File: src/rtl/core/utd_pkg.sv
package utd_pkg;

  // result codes
  typedef enum logic [2:0] {
    ST_LABEL   = 3'd0,
    ST_BEGIN   = 3'd1,
    ST_END     = 3'd2,
    ST_UNKNOWN = 3'd3,
    ST_BAD_LEN = 3'd4,
    ST_BAD_UTF = 3'd5,
    ST_VOCAB   = 3'd6
  } status_t;

  // per-token decode state
  typedef struct packed {
    logic [2:0]  count;
    logic [7:0]  lead;
    logic [20:0] cp;
    logic        cont_ok;
    logic        m_begin;
    logic        m_end;
    logic        m_unk;
  } token_state_t;

  localparam token_state_t TOKEN_CLEAR = '{
    count: 3'd0, lead: 8'h00, cp: 21'd0,
    cont_ok: 1'b1, m_begin: 1'b1, m_end: 1'b1, m_unk: 1'b1
  };

  localparam logic [2:0]  COUNT_MAX  = 3'd7;
  localparam logic [2:0]  LEN_BEGIN  = 3'd3;
  localparam logic [2:0]  LEN_END    = 3'd4;
  localparam logic [2:0]  LEN_UNK    = 3'd5;
  localparam logic [2:0]  CONT_LIMIT = 3'd4;
  localparam logic [20:0] CP_MAX     = 21'h10ffff;
  localparam logic [20:0] SURR_LO    = 21'h00d800;
  localparam logic [20:0] SURR_HI    = 21'h00dfff;
  localparam logic [20:0] MIN_CP2    = 21'h000080;
  localparam logic [20:0] MIN_CP3    = 21'h000800;
  localparam logic [20:0] MIN_CP4    = 21'd65536;
  localparam logic [21:0] LABEL_BASE = 22'd100;
  localparam logic [11:0] VOCAB_RESET = 12'd4093;

  // utf-8 sequence length from the lead byte, zero when not a valid lead
  function automatic logic [2:0] lead_size(input logic [7:0] b);
    logic [2:0] s;
    if (b < 8'h80) s = 3'd1;
    else if (b >= 8'hc2 && b < 8'he0) s = 3'd2;
    else if (b >= 8'he0 && b < 8'hf0) s = 3'd3;
    else if (b >= 8'hf0 && b <= 8'hf4) s = 3'd4;
    else s = 3'd0;
    return s;
  endfunction

  // "<s>"
  function automatic logic begin_at(input logic [2:0] pos, input logic [7:0] b);
    logic r;
    case (pos)
      3'd0: r = (b == 8'h3c);
      3'd1: r = (b == 8'h73);
      3'd2: r = (b == 8'h3e);
      default: r = 1'b0;
    endcase
    return r;
  endfunction

  // "</s>"
  function automatic logic end_at(input logic [2:0] pos, input logic [7:0] b);
    logic r;
    case (pos)
      3'd0: r = (b == 8'h3c);
      3'd1: r = (b == 8'h2f);
      3'd2: r = (b == 8'h73);
      3'd3: r = (b == 8'h3e);
      default: r = 1'b0;
    endcase
    return r;
  endfunction

  // "<unk>"
  function automatic logic unk_at(input logic [2:0] pos, input logic [7:0] b);
    logic r;
    case (pos)
      3'd0: r = (b == 8'h3c);
      3'd1: r = (b == 8'h75);
      3'd2: r = (b == 8'h6e);
      3'd3: r = (b == 8'h6b);
      3'd4: r = (b == 8'h3e);
      default: r = 1'b0;
    endcase
    return r;
  endfunction

endpackage

File: src/rtl/core/utd_token_state.sv
module utd_token_state import utd_pkg::*; (
  input  logic         clk,
  input  logic         rst,
  input  logic         step,
  input  logic [7:0]   byte_in,
  input  logic         last_in,
  output token_state_t cur,
  output token_state_t upd
);

  token_state_t st;
  logic [2:0]   size0;

  // fold one byte into the token state
  always_comb begin
    upd = st;
    size0 = lead_size(byte_in);
    upd.m_begin = st.m_begin && begin_at(st.count, byte_in);
    upd.m_end   = st.m_end && end_at(st.count, byte_in);
    upd.m_unk   = st.m_unk && unk_at(st.count, byte_in);
    if (st.count == 3'd0) begin
      upd.lead = byte_in;
      case (size0)
        3'd1: upd.cp = {14'd0, byte_in[6:0]};
        3'd2: upd.cp = {16'd0, byte_in[4:0]};
        3'd3: upd.cp = {17'd0, byte_in[3:0]};
        3'd4: upd.cp = {18'd0, byte_in[2:0]};
        default: upd.cp = 21'd0;
      endcase
    end else if (st.count < CONT_LIMIT) begin
      if (byte_in[7:6] != 2'b10) upd.cont_ok = 1'b0;
      upd.cp = {st.cp[14:0], byte_in[5:0]};
    end
    upd.count = (st.count < COUNT_MAX) ? st.count + 3'd1 : COUNT_MAX;
  end

  // state register, cleared after each token
  always_ff @(posedge clk) begin
    if (rst) begin
      st <= TOKEN_CLEAR;
    end else if (step) begin
      st <= last_in ? TOKEN_CLEAR : upd;
    end
  end

  assign cur = st;

endmodule

File: src/rtl/core/utd_classify.sv
module utd_classify import utd_pkg::*; (
  input  token_state_t tok,
  input  logic [11:0]  vocab,
  output status_t      status_out,
  output logic [11:0]  label_out
);

  logic [2:0]  size;
  logic [21:0] diff;
  logic        bad_utf;
  logic        out_vocab;

  // code point checks
  always_comb begin
    size = lead_size(tok.lead);
    diff = {1'b0, tok.cp} - LABEL_BASE;
    bad_utf = !tok.cont_ok ||
              (size == 3'd2 && tok.cp < MIN_CP2) ||
              (size == 3'd3 && tok.cp < MIN_CP3) ||
              (size == 3'd4 && tok.cp < MIN_CP4) ||
              (tok.cp > CP_MAX) ||
              (tok.cp >= SURR_LO && tok.cp <= SURR_HI);
    out_vocab = diff[21] || (diff[20:0] >= {9'd0, vocab});
  end

  // priority of marks and errors
  always_comb begin
    label_out = 12'd0;
    if (tok.m_begin && tok.count == LEN_BEGIN) begin
      status_out = ST_BEGIN;
    end else if (tok.m_end && tok.count == LEN_END) begin
      status_out = ST_END;
    end else if (tok.m_unk && tok.count == LEN_UNK) begin
      status_out = ST_UNKNOWN;
    end else if (size == 3'd0 || tok.count != size) begin
      status_out = ST_BAD_LEN;
    end else if (bad_utf) begin
      status_out = ST_BAD_UTF;
    end else if (out_vocab) begin
      status_out = ST_VOCAB;
    end else begin
      status_out = ST_LABEL;
      label_out = diff[11:0];
    end
  end

endmodule

File: src/rtl/core/utd_token_id_decoder.sv
// Token id decoder: takes one byte of a token per item, last_byte set on the
// final byte, and gives one result per token: a begin, end or unknown mark for
// "<s>", "</s>" and "<unk>", an error code, or the label (code point - 100,
// below the vocabulary size). One byte is accepted every cycle while in_stall is
// low; a byte is held in the input register while the decode state and the
// result are worked out, and the result is registered from there.
// in_stall rises only when a last byte waits in the input register behind a
// result that is still stalled. vocab_limit is to be written through the cfg
// port only while idle (the block does not enforce this); it resets to 4093.
module utf8_token_id_decoder import utd_pkg::*; (
  input  logic        clk,
  input  logic        rst,
  input  logic        in_valid,
  output logic        in_stall,
  input  logic [7:0]  byte_value,
  input  logic        last_byte,
  output logic        out_valid,
  input  logic        out_stall,
  output logic [2:0]  status,
  output logic [11:0] label,
  input  logic        cfg_valid,
  output logic        cfg_ready,
  input  logic [11:0] vocab_limit
);

  logic         s1_valid;
  logic [7:0]   s1_byte;
  logic         s1_last;
  logic [11:0]  vocab;
  logic         out_free;
  logic         move1;
  token_state_t tok_cur;
  token_state_t tok_upd;
  status_t      cls_status;
  logic [11:0]  cls_label;

  assign cfg_ready = 1'b1;
  assign out_free  = !out_valid || !out_stall;
  assign move1     = s1_valid && (!s1_last || out_free);
  assign in_stall  = s1_valid && !move1;

  // vocabulary register
  always_ff @(posedge clk) begin
    if (rst) begin
      vocab <= VOCAB_RESET;
    end else if (cfg_valid && cfg_ready) begin
      vocab <= vocab_limit;
    end
  end

  // input register
  always_ff @(posedge clk) begin
    if (rst) begin
      s1_valid <= 1'b0;
    end else if (!in_stall) begin
      s1_valid <= in_valid;
    end
  end

  always_ff @(posedge clk) begin
    if (!in_stall) begin
      s1_byte <= byte_value;
      s1_last <= last_byte;
    end
  end

  utd_token_state u_state (
    .clk     (clk),
    .rst     (rst),
    .step    (move1),
    .byte_in (s1_byte),
    .last_in (s1_last),
    .cur     (tok_cur),
    .upd     (tok_upd)
  );

  utd_classify u_classify (
    .tok        (tok_upd),
    .vocab      (vocab),
    .status_out (cls_status),
    .label_out  (cls_label)
  );

  // result register
  always_ff @(posedge clk) begin
    if (rst) begin
      out_valid <= 1'b0;
    end else if (move1 && s1_last) begin
      out_valid <= 1'b1;
    end else if (!out_stall) begin
      out_valid <= 1'b0;
    end
  end

  always_ff @(posedge clk) begin
    if (move1 && s1_last) begin
      status <= cls_status;
      label  <= cls_label;
    end
  end

  // label field is zero unless a label is reported
  a_label_zero: assert property (@(posedge clk) disable iff (rst)
    out_valid |-> (status == ST_LABEL || label == 12'd0))
    else $error("label nonzero with non-label status");

  // input side only waits behind a stalled result
  a_stall_cause: assert property (@(posedge clk) disable iff (rst)
    in_stall |-> (s1_valid && s1_last && out_valid && out_stall))
    else $error("input stalled without a blocked result");

  // a finished token always yields a result
  a_result_made: assert property (@(posedge clk) disable iff (rst)
    (move1 && s1_last) |=> out_valid)
    else $error("last byte produced no result");

  // token state is cleared after its last byte
  a_state_clear: assert property (@(posedge clk) disable iff (rst)
    (move1 && s1_last) |=> (tok_cur.count == 3'd0 && tok_cur.cont_ok))
    else $error("token state not cleared");

endmodule

File: config.mk
export PLATFORM = sky130hd
export DESIGN_NAME = utf8_token_id_decoder
export DESIGN_NICKNAME = d
export VERILOG_FILES = /design/src/rtl/core/utd_pkg.sv /design/src/rtl/core/utd_token_state.sv /design/src/rtl/core/utd_classify.sv /design/src/rtl/core/utd_token_id_decoder.sv
export SDC_FILE = /design/constraint.sdc
export NUM_CORES = 1
export LEC_CHECK = 0
export ABC_AREA = 1
export ABC_CLOCK_PERIOD_IN_PS = 9550
export BUFFER_PORTS_ARGS = -buffer_cell sky130_fd_sc_hd__buf_2
export CORE_MARGIN = 4
export CORE_UTILIZATION = 55
export DETAILED_ROUTE_END_ITERATION = 10
export GPL_ROUTABILITY_DRIVEN = 0
export PLACE_DENSITY = 0.77
export SLEW_MARGIN = 20
export SYNTH_ARGS = -nofsm -noshare
export SYNTH_HDL_FRONTEND = slang
export SYNTH_SLANG_ARGS = --single-unit
File: constraint.sdc
create_clock -name clk -period 9.55 [get_ports clk]
set_clock_uncertainty 0.05 [all_clocks]
set_input_delay 1.91 -clock clk [delete_from_list [all_inputs] [get_ports clk]]
set_output_delay 1.91 -clock clk [all_outputs]
set_load 0.01 [all_outputs]
==> metrics <==
ys flop type dfxtp_1; Area Overhead vs Synth 9.35%; Synth Net Count 729; post-CTS setup buffers 0; Site Rows 33; Pint 487 µW; Seq pwr share 48.9%; Die Y 100 µm; CTS H-Tree Depth 3; largest net degree at the start of global routing 45; worst min path class register to register; Fill cells 753; Setup crit end kind register; CTS tree built; Met2 Wirelength 5530 µm; Worst IR Drop VDD 87.5 µV; setup slack after layout 4.67 ns; io pins 44; leak pwr 2.42 nW; most frequent CP cell nand2_1; Placed Area 4920 µm²; die area 10100 µm²; Synth top area share 21.4%; Reg area 1720 µm²; Switching Fraction 30.5%; WL met1 4900 µm; Initial Utilization 56.7%; CTS Root Cell clkbuf_8; first-pass GRT wire length 19300 µm; Max Cap Violations 0; clock buffer count from CTS 9; Post-synth EDFFs 24; NumNets Final 761; vias in the first global route 4266; measured slew at the worst slew-check pin 0.930 ns; Post-Route Setup TNS 0 ns; clock transition at the registers of the reported paths 0.09 ns; Synth area leader dfxtp_1; Critical Path RT 9.70 ns; clk sink count 74; register area share after synthesis 36.8%; via/cell ratio 5.49; Synth Area per Inst 6.85 µm²; Post-CTS Resized 0; Max Slew Vio Count 0; min Tclk post-route 4.88 ns; share of cells above drive strength 1 14.4%; WL final 11600 µm; Fmax 205 MHz; critical path arrival 5.04 ns; total grt overflow 0; DP Worst Slack 4.74 ns; flops & latches, synth 74; Worst Path Max Fanout 16; Clock Path Buffers 2; Worst path max stage delay 0.51 ns; YS warnings 0; Worst-Skew Late Latency 0.36 ns; synth top area cells dfxtp_1, nand2_1, edfxtp_1, inv_1, a21oi_1; Die Span X 100 µm; # setup viols final 0; core area 8260 µm²; Final ANT Viol Nets 0; DRT Pass-1 Iters 6; PD cells 137 nW/µm²; post-route cell area 5120 µm²; CP max-delay cell nor2_2; HPWL after DPL 8900 µm; Mapped Cells 684; kind of critical path register to register; I/O Buffers 42; RSZ-0062 raised after global routing no; Psw 214 µW; DR WL met3 869 µm; Final period util 51.1%; top post-synthesis cells by count nand2_1, inv_1, a21oi_1; top routing layer in use met4; initial antenna violation count 0; most common cell in the netlist nand2_1; Cell variety after synth 48; Async SR Flop Fraction 0%; global-route usage over all layers 23.8%; Final Hold Viols 0; area of the multi-input gates 2490 µm²; vias 4533; clock power share 35.6%; Worst setup SP type register; Post-Syn Area 4680 µm²; # hold bufs at CTS 0; wire per inst 14.1 µm; DRC viols 0; status finished clean; Gate power share 15.5%; Initial DRC Count 373; Max-slew headroom 37.9%; antenna cells 0
[worst max-delay path, delay by kind of cell (launching register included)]
| kind | cells | cell delay, ns |
|---|---|---|
| AND/OR/NAND/NOR | 18 | 2.51 |
| XOR/XNOR | 1 | 0.22 |
| flip-flops | 1 | 0.37 |
| adder cells (fa/ha/maj) | 3 | 0.88 |
| AO/OA/AOI/OAI | 1 | 0.15 |
| buffers and inverters | 6 | 0.56 |
[cell type report]
cell class                 count  share of cell area (%)
clock inverter                 6                    1.05
tap                          105                    2.57
clock buffer                  10                    2.91
multi-input combinational    493                    48.6
inverter                      95                    6.96
sequential                    74                    33.6
timing repair buffer          43                    4.25
[state kept, by name, indices dropped and copies added (netlist names)]
register / flops
s1_last: 1
s1_valid: 1
label: 12
u_state.cur: 36
out_valid: 1
s1_byte: 8
status: 3
vocab: 12
[power groups by stage]
stage                     Combinational (mW)  Sequential [mW]  Clock [mW]
after floorplan                       0.0792            0.348           0
after global placement                 0.103            0.350           0
after detailed placement               0.107            0.350           0
after CTS                              0.107            0.343       0.251
after global routing                   0.123            0.344       0.266
final                                  0.109            0.343       0.249
[worst paths after layout]
check | from | end | slack [ns] | depth (start not counted)
worst min register to register | u_state.cur[25]$_SDFFE_PP0P_ | u_state.cur[25]$_SDFFE_PP0P_ | 0.42 | 2
worst max-delay path | u_state.cur[34]$_SDFFE_PP0P_ | label[0]$_SDFFCE_PP0P_ | 4.67 | 29
worst max register to register | u_state.cur[34]$_SDFFE_PP0P_ | label[0]$_SDFFCE_PP0P_ | 4.67 | 29
worst min-delay path | u_state.cur[25]$_SDFFE_PP0P_ | u_state.cur[25]$_SDFFE_PP0P_ | 0.42 | 2
[placed cells by master (no fill, tap or decap), types with 2 or more instances in the layout]
cell type / Yosys / routed
a21o_1: 2 / 2
o21ai_1: 5 / 5
edfxtp_1: 24 / 24
xor2_1: 9 / 9
inv_2: 6 / 6
buf_2: 2 / 42
nor2_2: 14 / 14
a21oi_1: 59 / 59
o21ai_2: 3 / 3
clkbuf_8: 0 / 9
inv_1: 89 / 89
o22ai_2: 2 / 2
nor2_1: 56 / 56
nand4_1: 10 / 10
nor4_1: 5 / 5
inv_8: 0 / 2
ha_1: 19 / 19
or2_2: 4 / 4
nor3_1: 8 / 8
nand2_2: 6 / 7
nor3_2: 2 / 2
dfxtp_1: 50 / 50
nand2_1: 203 / 202
o21ai_0: 25 / 25
nand2_4: 2 / 2
nand3_1: 40 / 40
[metal layers]
layer,global-route usage (%),vias up
li1,-,2263
met3,3.61,32
met4,10.7,0
met2,40.6,209
met5,0,-
met1,29.6,2029
[per-stage QoR]
stage / hold WS, ns / std cells / util, % / power, mW
after floorplan: 0.385 / 684 / - / 0.427
after global placement: 0.399 / 810 / 59.5 / 0.453
after detailed placement: 0.402 / 810 / 59.6 / 0.457
after CTS: 0.416 / 826 / 62.0 / 0.702
after global routing: 0.439 / 826 / 62.0 / 0.734
final: 0.416 / 826 / 62.0 / 0.701
[logic make-up (layout without fill, tap and decap cells)]
kind of cell               count (synthesis)  count (layout)  synth area share (%)
and+or+nand+nor                          354             354                  32.8
xor gates and xnor gates                  10              10                  1.87
adders and majority gates                 19              19                  5.08
other                                      1               1                0.0801
DFF                                       74              74                  36.8
AOI/OAI and AO/OA                        108             108                  13.1
muxes                                      1               1                 0.214
buffers and inverters                    117             154                  10.1
(Power assumes the default switching activity.)
